===== config.mk =====
export PLATFORM = sky130hd
export DESIGN_NAME = bim_encode_stage
export DESIGN_NICKNAME = d
export VERILOG_FILES = /design/src/bim_pkg.sv /design/src/bim_encode_stage.sv
export SDC_FILE = /design/constraint.sdc
export NUM_CORES = 1
export LEC_CHECK = 0
export BUFFER_PORTS_ARGS = -buffer_cell sky130_fd_sc_hd__buf_4
export CORE_UTILIZATION = 55
export CTS_BUF_LIST = sky130_fd_sc_hd__clkbuf_16
export DETAILED_ROUTE_END_ITERATION = 6
export MAX_ROUTING_LAYER = met4
export PLACE_DENSITY = 0.77
export SLEW_MARGIN = 5
export SYNTH_ARGS = -nofsm -noshare
export SYNTH_HDL_FRONTEND = slang
export SYNTH_SLANG_ARGS = --single-unit

===== constraint.sdc =====
create_clock -name aclk -period 7 [get_ports aclk]
set_input_delay 0.7 -clock aclk [delete_from_list [all_inputs] [get_ports aclk]]
set_output_delay 0.7 -clock aclk [all_outputs]
set_load 0.05 [all_outputs]

===== src/bim_pkg.sv =====
// ---------------------------------------------------------------------------
// bim_pkg
// Shared types and constants for the broadcast index mapper.
// ---------------------------------------------------------------------------
package bim_pkg;

    localparam int EXT_W = 13;

    typedef enum logic [1:0] {
        ST_OK    = 2'd0,
        ST_SHAPE = 2'd1,
        ST_RANGE = 2'd2
    } status_t;

    typedef struct packed {
        logic valid;
        logic ovf;
    } pipe_ctl_t;

endpackage


===== src/bim_encode_stage.sv =====
// ---------------------------------------------------------------------------
// bim_encode_stage
// One dimension of the row-major source encode: acc * extent + coordinate,
// with broadcast dimensions contributing a zero coordinate.
// ---------------------------------------------------------------------------
module bim_encode_stage
    import bim_pkg::*;
#(
    parameter int RANK       = 4,
    parameter int INDEX_BITS = 48,
    parameter int DIM        = 0
) (
    input  logic                            aclk,
    input  logic                            aresetn,
    input  logic                            en,
    input  logic [RANK-1:0][EXT_W-1:0]      src_ext,
    input  pipe_ctl_t                       ctl_in,
    input  logic [RANK-1:0][EXT_W-1:0]      dig_in,
    input  logic [INDEX_BITS-1:0]           acc_in,
    output pipe_ctl_t                       ctl_out,
    output logic [RANK-1:0][EXT_W-1:0]      dig_out,
    output logic [INDEX_BITS-1:0]           acc_out
);

    pipe_ctl_t                  ctl_reg;
    logic [RANK-1:0][EXT_W-1:0] dig_reg;
    logic [INDEX_BITS-1:0]      acc_reg, acc_next;
    logic [INDEX_BITS+EXT_W-1:0] prod;
    logic [EXT_W-1:0]           coord;

    always_comb begin
        prod     = {{EXT_W{1'b0}}, acc_in} * {{INDEX_BITS{1'b0}}, src_ext[DIM]};
        coord    = (src_ext[DIM] == EXT_W'(1)) ? '0 : dig_in[DIM];
        acc_next = prod[INDEX_BITS-1:0] + {{(INDEX_BITS-EXT_W){1'b0}}, coord};
    end

    always_ff @(posedge aclk) begin
        if (!aresetn) begin
            ctl_reg <= '0;
        end else if (en) begin
            ctl_reg <= ctl_in;
        end
    end

    always_ff @(posedge aclk) begin
        if (en) begin
            dig_reg <= dig_in;
            acc_reg <= acc_next;
        end
    end

    assign ctl_out = ctl_reg;
    assign dig_out = dig_reg;
    assign acc_out = acc_reg;

endmodule


==> metrics <==
predominant post-synthesis flop cell=edfxtp_1; Net Count, Synth=2684; share of cells above drive strength 1=14.9%; clock skew=0 ns; cell area after synthesis=19700 um2; largest family of logic cells by synthesized area=adder cells; Worst Setup End Kind=register; RD Place Congestion=0.950; xor and xnor fraction of the mapped netlist area=2.84%; Tot GR Track Use=28.4%; Root Driver=clkbuf_16; CP required=7.11 ns; RSZ-0062 raised after global routing=false; critical path's slowest cell=fa_1; CP Cell Sequence=buf_4 -> buf_12 -> and2_1 -> fa_1 -> inv_1 -> fa_1 -> inv_1 -> fa_1 -> fa_1 -> fa_1 -> inv_1 -> fa_1 -> inv_1 -> ha_1 -> nand4_2 -> buf_4 -> or3_1 -> o211ai_2 -> o21ai_2 -> a21oi_4 -> o22a_4 -> o221ai_2 -> o41ai_2 -> xor2_1; drt drc=6; Die Area=36600 um2; largest net degree at the start of global routing=70; most frequent cells in the layout=fa_1, nand2_1, inv_1, buf_4, and2_1; Syn Area/Cell=9.99 um2; Die W=191 um; number of fill cells=2834; detailed-route wire length=48.4 mm; remaining antenna violation count=0; EDFF count, synth=100; min Tclk post-route=6.60 ns; Port Buffers=219; top post-synthesis cells by area=fa_1, edfxtp_1, and2_1; DR vias=14200; WS Path Type=input pin to register; # setup viols final=0; share of the synthesized area in the top cell type=44.8%; Rel. slew slack=41.9%; GRT overflow=0; Cell variety after synth=56; Worst-Skew Late Latency=0.36 ns; Seq/Total Area, Yosys=15.4%; leading area contributor after synthesis=fa_1; Slew Viols, Final=0; post-DR vias/cell=5.42; Fmax=0.152 GHz; CTS tree=done; H-tree Lvls=3; number of global-route vias before repair=15500; status=complete, but fails checks; most common library cell in the layout ignoring fill and taps=fa_1; post-route clock period utilization=94.2%; core area=35400 um2; Critical Path AT=6.70 ns; Post-CTS Resized=0; 1st-pass router iterations=7; Layout area overhead=13.8%; 1st-iter DRT viols=972; Starting Density=55.8%; I/O Pins=259; antenna violations before repair=0; Setup crit start kind=input pin; row count=69; first-pass GRT wire length=78.2 mm; asr flop ratio synth=0%; DP Wirelength=40.4 mm; cts bufs inserted=9; crit-path most repeated cell=fa_1; worst hold-check path type=input pin to register; die height=191 um; Syn. warnings=0; Setup TNS Final=0 ns; fraction of the mapped netlist area in adder cells=51.8%; max incr delay on CP=0.54 ns; Hold Fails Final Rpt=0; drt wl/cell=18.4 um; Syn Inst Count=1975; worst-case clock buffer depth=2; Yosys reg bits=102; Reg clk slew, reported paths=0.08 ns; cts hold-fix bufs=0; setup repair bufs after CTS=0; max cap viols=0; nets=2870; CTS sink count=102; worst slew pin tran=0.872 ns; mux cell area share after synthesis=0.101%; compound-gate portion of the synthesized area=4.89%; failing checks=DRC; crit-path max FO=8; simple-gate share of the synthesized area=16.4%
[cells by family after synthesis]
kind of cell / Yosys count
AOI/OAI and AO/OA: 140
xor gates and xnor gates: 64
adders and majority gates: 552
buffers and inverters: 445
DFF: 102
muxes: 2
and+or+nand+nor: 670
[metrics by stage]
stage                     cells  hold slack, ns  util [%]  area [um2]  worst slack (ns)
after floorplan            1975           0.743         -       19700             0.470
after global placement     2611           0.504      62.5       22100             0.124
after detailed placement   2611           0.521      62.5       22100            0.0433
after CTS                  2627           0.500      63.4       22400             0.420
after global routing       2627           0.496      63.4       22400             0.122
final                      2628           0.509      63.4       22400             0.403
[layout make-up]
type                    count  area [um2]  area share [%]
multi-input cells        1428       15000            66.9
flip-flops and latches    102        3040            13.6
repair buffers            288        2260            10.1
inverters                 332        1250            5.55
well taps                 461         577            2.57
clock buffers               9         225            1.00
clock inverters             7        83.8           0.373
diodes                      1        2.50          0.0111
[sequential cells by signal, indices dropped and copies added, names as in the netlist]
register,cells
dig_out,52
acc_out,48
ctl_out,2
[cells in the mapped netlist, types with 4 or more instances]
library cell	n
nor4_1	4
a21o_1	20
o21ai_0	29
ha_1	110
nor2b_1	7
nand3_1	10
a211oi_1	5
clkbuf_1	109
o21a_1	10
xnor2_1	47
fa_1	442
nand2b_1	5
xor2_1	17
a21oi_1	39
edfxtp_1	100
inv_1	332
nand4_1	7
nor2_1	26
and2_1	233
o211ai_1	4
a31oi_1	4
nor3_1	8
nand2_1	356
[critical path, delay by kind of cell]
family	cells	cell delay, ns
fa+ha+maj	7	3.31
compound gates	6	1.27
buf+inv	7	0.67
simple gates	3	0.63
xor+xnor	1	0.10
[worst paths after layout]
kind | from | end | slack (ns) | cells after the start
setup reg to reg | ctl_out[0] | ctl_out[0] | 6.39 | 2
hold reg to reg | ctl_out[0] | ctl_out[0] | 0.53 | 2
hold / removal | dig_in[29] | dig_out[29] | 0.51 | 1
setup / recovery | src_ext[1] | acc_out[45] | 0.40 | 24
[per-layer routing]
metal  global-route usage (%)  wire length [um]  vias up
met5                        -                 0        -
met4                     6.99              1030        0
met2                     47.7             24000      577
li1                         -                 -     6329
met1                     35.8             19400     7258
met3                     5.07              3900       84
Power is left out: the tool's default activity adds up to more than one toggle a clock period on the data nets, which glitch-free logic cannot reach.
