<file path="config.mk">
export PLATFORM = sky130hd
export DESIGN_NAME = bim_digit_stage
export DESIGN_NICKNAME = d
export VERILOG_FILES = /design/src/bim_pkg.sv /design/src/bim_digit_stage.sv
export SDC_FILE = /design/constraint.sdc
export NUM_CORES = 1
export LEC_CHECK = 0
export BUFFER_PORTS_ARGS = -buffer_cell sky130_fd_sc_hd__buf_2
export CAP_MARGIN = 20
export CORE_MARGIN = 8
export CORE_UTILIZATION = 49
export DETAILED_ROUTE_END_ITERATION = 8
export GPL_TIMING_DRIVEN = 0
export PLACE_DENSITY = 0.81
export SLEW_MARGIN = 0
export SYNTH_ARGS = -nofsm -noshare
export SYNTH_HDL_FRONTEND = slang
export SYNTH_SLANG_ARGS = --single-unit
</file>
<file path="constraint.sdc">
create_clock -name aclk -period 8.7 [get_ports aclk]
set_clock_uncertainty 0.15 [all_clocks]
set_input_delay 0.435 -clock aclk [delete_from_list [all_inputs] [get_ports aclk]]
set_output_delay 0.435 -clock aclk [all_outputs]
set_load 0.1 [all_outputs]
</file>
<file path="src/bim_pkg.sv">
// ---------------------------------------------------------------------------
// bim_pkg
// Shared types and constants for the broadcast index mapper.
// ---------------------------------------------------------------------------
package bim_pkg;

    localparam int EXT_W = 13;

    typedef enum logic [1:0] {
        ST_OK    = 2'd0,
        ST_SHAPE = 2'd1,
        ST_RANGE = 2'd2
    } status_t;

    typedef struct packed {
        logic valid;
        logic ovf;
    } pipe_ctl_t;

endpackage

</file>
<file path="src/bim_digit_stage.sv">
// ---------------------------------------------------------------------------
// bim_digit_stage
// One index bit per stage: doubles the mixed-radix coordinate word, adds
// the next index bit and propagates carries outward; a carry out of the
// outermost digit flags an index past the element count.
// ---------------------------------------------------------------------------
module bim_digit_stage
    import bim_pkg::*;
#(
    parameter int RANK       = 4,
    parameter int INDEX_BITS = 48
) (
    input  logic                            aclk,
    input  logic                            aresetn,
    input  logic                            en,
    input  logic [RANK-1:0][EXT_W-1:0]      dst_ext,
    input  pipe_ctl_t                       ctl_in,
    input  logic [RANK-1:0][EXT_W-1:0]      dig_in,
    input  logic [INDEX_BITS-1:0]           bits_in,
    output pipe_ctl_t                       ctl_out,
    output logic [RANK-1:0][EXT_W-1:0]      dig_out,
    output logic [INDEX_BITS-1:0]           bits_out
);

    pipe_ctl_t                  ctl_reg, ctl_next;
    logic [RANK-1:0][EXT_W-1:0] dig_reg, dig_next;
    logic [INDEX_BITS-1:0]      bits_reg, bits_next;

    always_comb begin
        logic         carry;
        logic [EXT_W:0] t;
        carry = bits_in[INDEX_BITS-1];
        dig_next = dig_in;
        for (int d = RANK - 1; d >= 0; d--) begin
            t = {dig_in[d], 1'b0} + {{EXT_W{1'b0}}, carry};
            if (t >= {1'b0, dst_ext[d]}) begin
                dig_next[d] = EXT_W'(t - {1'b0, dst_ext[d]});
                carry = 1'b1;
            end else begin
                dig_next[d] = t[EXT_W-1:0];
                carry = 1'b0;
            end
        end
        ctl_next.valid = ctl_in.valid;
        ctl_next.ovf   = ctl_in.ovf | carry;
        bits_next      = {bits_in[INDEX_BITS-2:0], 1'b0};
    end

    always_ff @(posedge aclk) begin
        if (!aresetn) begin
            ctl_reg <= '0;
        end else if (en) begin
            ctl_reg <= ctl_next;
        end
    end

    always_ff @(posedge aclk) begin
        if (en) begin
            dig_reg  <= dig_next;
            bits_reg <= bits_next;
        end
    end

    assign ctl_out  = ctl_reg;
    assign dig_out  = dig_reg;
    assign bits_out = bits_reg;

endmodule

</file>
==> results of run 1 <==
-- through the flow --
step                utilization  hold slack (ns)  std cells
floorplan                     -            0.384        560
global placement          0.619            0.351        989
detailed placement        0.622            0.362        990
CTS                       0.645           0.0890       1006
global route              0.649           0.0894       1013
finish                    0.649            0.101       1013
-- power by group --
group          switching, W  internal, W  total (W)
sequential        0.0000139     0.000607   0.000621
combinational      0.000602     0.000189   0.000790
clock              0.000187     0.000226   0.000412
total              0.000802      0.00102    0.00182
-- final cells by class --
cell class	count	area (um2)
fillers	1027	4420
flip-flops and latches	101	3010
multi-input cells	384	3000
repair buffers	263	1350
inverters	63	236
clock buffers	10	229
well taps	172	215
plain buffers	12	77.6
clock inverters	6	68.8
diodes	2	5.00
-- path summary, 6_finish.rpt --
check / endpoint / depth (start not counted) / slack [ns]
max: dig_out[9] / 37 / 0.53
min: bits_out[38] / 1 / 0.10
max reg2reg: ctl_out[0] / 2 / 7.88
min reg2reg: ctl_out[1] / 2 / 0.38
-- worst max-delay path: cells and delay by family --
family / cells / cell delay [ns]
buffers and inverters: 9 / 1.35
AND/OR/NAND/NOR: 5 / 0.87
multiplexers: 1 / 0.35
AO/OA/AOI/OAI: 14 / 3.20
adder cells (fa/ha/maj): 8 / 1.89
-- sequential cells by signal, indices dropped and copies added (netlist names) --
signal	count
ctl_out	2
bits_out	47
dig_out	52
-- Yosys cell counts (4+ instances only) --
cell / n / area [um2]
nand2_1: 30 / 113
edfxtp_1: 99 / 2970
nor3_1: 7 / 35.0
ha_1: 52 / 651
xor2_1: 13 / 114
xnor2_1: 20 / 175
or4b_2: 4 / 40.0
nand3_1: 13 / 65.1
a21o_1: 8 / 60.1
o211ai_1: 5 / 37.5
a211oi_1: 5 / 37.5
o2111ai_1: 4 / 35.0
a21oi_1: 40 / 200
nor2_1: 22 / 82.6
mux2_2: 27 / 304
mux2_4: 5 / 75.1
fa_1: 4 / 80.1
mux2i_1: 12 / 120
a31oi_1: 6 / 37.5
o21a_1: 7 / 52.6
inv_1: 63 / 236
clkbuf_1: 6 / 22.5
nand4_1: 5 / 31.3
nor2b_1: 8 / 50.1
nand2b_1: 10 / 62.6
o31a_1: 6 / 52.6
and4_1: 4 / 35.0
o21ai_0: 32 / 160
-- logic make-up after synthesis --
family	share of synthesized area
AO/OA/AOI/OAI	0.132
AND/OR/NAND/NOR	0.100
flip-flops	0.477
buffers and inverters	0.0492
adder cells (fa/ha/maj)	0.116
multiplexers	0.0791
XOR/XNOR	0.0458
other	0.000594
-- per-layer routing --
| metal | share of wire | vias to the layer above |
|---|---|---|
| li1 | - | 2626 |
| met1 | 0.36 | 2498 |
| met2 | 0.50 | 231 |
| met3 | 0.12 | 34 |
| met4 | 0.021 | 8 |
| met5 | 0.0026 | - |
-- repair_timing --
action | 4_1_cts | 5_1_grt
endpoints found under the hold margin | 0 | 0
gates resized for setup | 1 | 4
setup buffers | 0 | 5
setup endpoints to repair | 8 | 14
pin swaps | 0 | 2
==> summary.json, run 1 <==
{
  "final_layout": {
    "area_delta_synth_final_pct": 29.8,
    "leading_cell_type_in_the_layout_fill_and_taps_excluded": "buf_2",
    "drive_above_1_share": 0.391,
    "final_cell_mix": "buf_2 (256), edfxtp_1 (99), inv_1 (63), ha_1 (52), a21oi_1 (40)",
    "post-route-cell-area_um2": 8200,
    "layout.nets": 1047
  },
  "clock_tree": {
    "buffer_type_at_the_clock_tree_root": "clkbuf_16",
    "number_of_hold_buffers_added_after_cts": 0,
    "cts-htree-levels": 3,
    "cts_tree": "built",
    "cts.sink_count": 101,
    "max-clock-path-buffers": 2,
    "clock_latency_ns": 0.35,
    "tritoncts_buffers": 9,
    "clk_transition_reported_paths_ns": 0.07
  },
  "yosys": {
    "synth-warning-count": 0,
    "most_used_flip_flop_cell_after_synthesis": "edfxtp_1",
    "synth_edf_count": 99,
    "syn-cell-area_um2": 6310,
    "postSynth.asyncResetShare": 0,
    "synthesis.nets": 773,
    "yosysUniqueCellTypes": 56,
    "synth.yosys.seq_area_share": 0.477,
    "synth_area_per_cell_um2": 11.3,
    "ys_ff_latch": 101,
    "netlist_instances": 560
  },
  "placed_design": {
    "dpl.hpwl_um": 14800,
    "post-place-ws_ns": -0.436,
    "io_buffers": 257,
    "postPlaceCellArea_um2": 7840,
    "finalWeightedCongestion": 0.879
  },
  "run_status": {
    "outcome": "finished, final reports clean"
  },
  "routing": {
    "drtPass1Iterations": 5,
    "routed-via-count": 5397,
    "routed_wl_um": 18200,
    "viasPerCell": 5.33,
    "ant_nets": 0,
    "detail_route.drc_violations": 0,
    "detailedRoute.firstIterationViolations": 328,
    "average_wire_per_standard_cell_um": 18.0
  },
  "global_route": {
    "gr_peak_layer": "met2",
    "met2_capacity_usage_during_global_routing": 0.376,
    "grtUsageMet3": 0.0801,
    "grt_first_pass_wirelength_um": 27200,
    "grt_antenna_before_repair": 6,
    "grt_max_degree": 65,
    "globalRouteOverflowTotal": 0,
    "met1_resource_use_gr": 0.220,
    "global_route.usage.total": 0.211,
    "grt_pass1_vias": 5371
  },
  "worst_setup_path": {
    "crit_type": "input pin to flop",
    "cpMaxStageDelayCell": "nor4_4",
    "worst_ep_required_time_ns": 8.66,
    "cp-start-kind": "input pin",
    "startpoint": "bits_in[47]",
    "cp-end-kind": "flop",
    "arrival_ns": 8.13,
    "critPathMaxStageDelay_ns": 0.42,
    "timing.rr.start": "ctl_out[0]",
    "critical_path_peak_fanout": 10
  },
  "sta": {
    "grt_setup_unrepaired": "no",
    "finalSetupViolCount": 0,
    "final.setup.tns_ns": 0,
    "worst_slack_ns": 0.531,
    "max-slew-margin-rel": 0.585,
    "finalHoldViolCount": 0,
    "worst_pin_slew_ns": 0.622,
    "post-route-min-period_ns": 8.17,
    "report.final.slew_viol_count": 0,
    "fmax_ghz": 0.122,
    "period_share": 0.939
  },
  "floorplanning": {
    "dieHeight_um": 130,
    "fp.coreArea_um2": 12600,
    "die-width_um": 130,
    "initial_core_util": 0.500,
    "num_io_pins": 259,
    "row_count": 41,
    "dieArea_um2": 16800
  },
  "job": {
    "drv.max_cap_violation_count": 0
  },
  "min_path": {
    "timing.hold.worst.start": "bits_in[37]",
    "holdCritPathClass": "input pin to flop"
  },
  "power": {
    "static_leakage_nw": 3.83,
    "power_w": 0.00182,
    "power_density_nw_per_um2": 223,
    "irDropWorstVdd_v": 0.0000998
  }
}
Note: power is estimated with default switching activity, not from simulation.
==> run 2: changes to the inputs <==
Settings changed: HOLD_SLACK_MARGIN set to 0.15, TNS_END_PERCENT set to 5.
==> run 2 against run 1 <==
Against the previous run: cell count up 4.7%; sequential share of layout area down 2.0 points; hold slack better by 0.089 ns; core utilization up 3.7 points; non-clock buffer count up 47; cell area up 5.8%; combinational power up 3.2%; highest routed layer unchanged.
==> summary.json, run 2 (synthesized netlist as in run 1, its figures left out) <==
{
  "run_status": {
    "outcome": "finished, final reports clean"
  },
  "floorplanning": {
    "initial_core_util": 0.500,
    "dieArea_um2": 16800,
    "die-width_um": 130,
    "num_io_pins": 259,
    "dieHeight_um": 130,
    "row_count": 41,
    "fp.coreArea_um2": 12600
  },
  "sta": {
    "post-route-min-period_ns": 8.24,
    "max-slew-margin-rel": 0.588,
    "grt_setup_unrepaired": "no",
    "worst_pin_slew_ns": 0.617,
    "finalSetupViolCount": 0,
    "finalHoldViolCount": 0,
    "report.final.slew_viol_count": 0,
    "period_share": 0.947,
    "fmax_ghz": 0.121,
    "final_hold_slack_ns": 0.190
  },
  "routing": {
    "average_wire_per_standard_cell_um": 19.1,
    "detailedRoute.firstIterationViolations": 378,
    "detail_route.drc_violations": 0,
    "drtPass1Iterations": 5,
    "viasPerCell": 5.37,
    "routed_wl_um": 20200,
    "routed-via-count": 5694,
    "ant_nets": 0
  },
  "power": {
    "power_density_nw_per_um2": 214,
    "power_w": 0.00185,
    "static_leakage_nw": 4.03,
    "irDropWorstVdd_v": 0.0000996
  },
  "clock_tree": {
    "cts-htree-levels": 3,
    "clk_transition_reported_paths_ns": 0.07,
    "cts_tree": "built",
    "tritoncts_buffers": 9,
    "clock_latency_ns": 0.35,
    "max-clock-path-buffers": 2,
    "buffer_type_at_the_clock_tree_root": "clkbuf_16",
    "cts.sink_count": 101
  },
  "global_route": {
    "grt_first_pass_wirelength_um": 30200,
    "global_route.usage.total": 0.235,
    "globalRouteOverflowTotal": 0,
    "grt_antenna_before_repair": 6,
    "grt_max_degree": 65,
    "grt_pass1_vias": 5765
  },
  "final_layout": {
    "area_delta_synth_final_pct": 37.3,
    "post-route-cell-area_um2": 8670,
    "drive_above_1_share": 0.370,
    "layout.nets": 1094,
    "final_cell_mix": "buf_2 (256), edfxtp_1 (99), inv_1 (63), ha_1 (52), dlygate4sd3_1 (47)",
    "largest_register_ff_count": 52,
    "post-route-util": 0.687,
    "leading_cell_type_in_the_layout_fill_and_taps_excluded": "buf_2"
  },
  "min_path": {
    "holdCritPathClass": "input pin to flop"
  },
  "worst_setup_path": {
    "arrival_ns": 8.20,
    "cp-start-kind": "input pin",
    "worst_ep_required_time_ns": 8.65,
    "cp-end-kind": "flop",
    "rrSetupSlack_ns": 7.89,
    "critical_path_peak_fanout": 10,
    "cpMaxStageDelayCell": "nor4_4",
    "critPathMaxStageDelay_ns": 0.43,
    "crit_type": "input pin to flop"
  },
  "placed_design": {
    "finalWeightedCongestion": 0.879,
    "dpl.hpwl_um": 14800,
    "postPlaceCellArea_um2": 7840,
    "io_buffers": 257
  },
  "job": {
    "drv.max_cap_violation_count": 0
  }
}
-- run 2: cell types whose count changed in the layout (fill, tap and decap cells not counted) --
cell	delta
dlygate4sd3_1	+47
diode_2	+1
-- run 2: cell type report --
class,count,area (um2)
fillers,937,3950
flip-flops and latches,101,3010
multi-input cells,384,3000
repair buffers,310,1820
inverters,63,236
clock buffers,10,229
well taps,172,215
plain buffers,12,77.6
clock inverters,6,68.8
diodes,3,7.51
-- run 2: final timing paths --
kind / start / to / cells past startpoint
max: bits_in[47] / dig_out[3] / 37
min: aresetn / ctl_out[1] / 2
max reg2reg: ctl_out[0] / ctl_out[0] / 2
min reg2reg: ctl_out[1] / ctl_out[1] / 2
-- run 2: power by group --
group	total, W	switching (W)	internal [W]	leakage [nW]
registers	0.000624	0.0000162	0.000608	0.985
logic	0.000815	0.000612	0.000203	2.90
clock network	0.000416	0.000191	0.000226	0.145
total	0.00185	0.000819	0.00104	4.03
-- run 2: per-layer routing --
| metal | wire length (um) | GRT usage |
|---|---|---|
| met1 | 7200 | 0.241 |
| met2 | 10000 | 0.417 |
| met3 | 2200 | 0.0805 |
| met4 | 761 | 0.122 |
| met5 | 34 | 0 |
-- run 2: critical path: cells and delay by family --
kind            cells  cell delay [ns]
compound gates     14             3.25
mux                 1             0.36
fa+ha+maj           8             1.90
simple gates        5             0.88
buf+inv             9             1.35
-- run 2: metrics by stage --
stage | cells | setup slack (ns) | setup TNS, ns
5_1_grt | 1061 | 0.0741 | 0
3_5_place_dp | 990 | -0.436 | -4.10
3_3_place_gp | 989 | -0.388 | -3.39
6_report | 1061 | 0.458 | 0
4_1_cts | 1053 | 0.00383 | 0
2_1_floorplan | 560 | 1.04 | 0
-- run 2: repair_timing --
item / CTS / global route
gates resized for setup: 1 / 4
endpoints found under the setup margin: 8 / 14
endpoints found under the hold margin: 47 / 0
gates cloned: 0 / 0
pin swaps: 0 / 2
buffers inserted: 0 / 5
hold buffers: 47 / 0
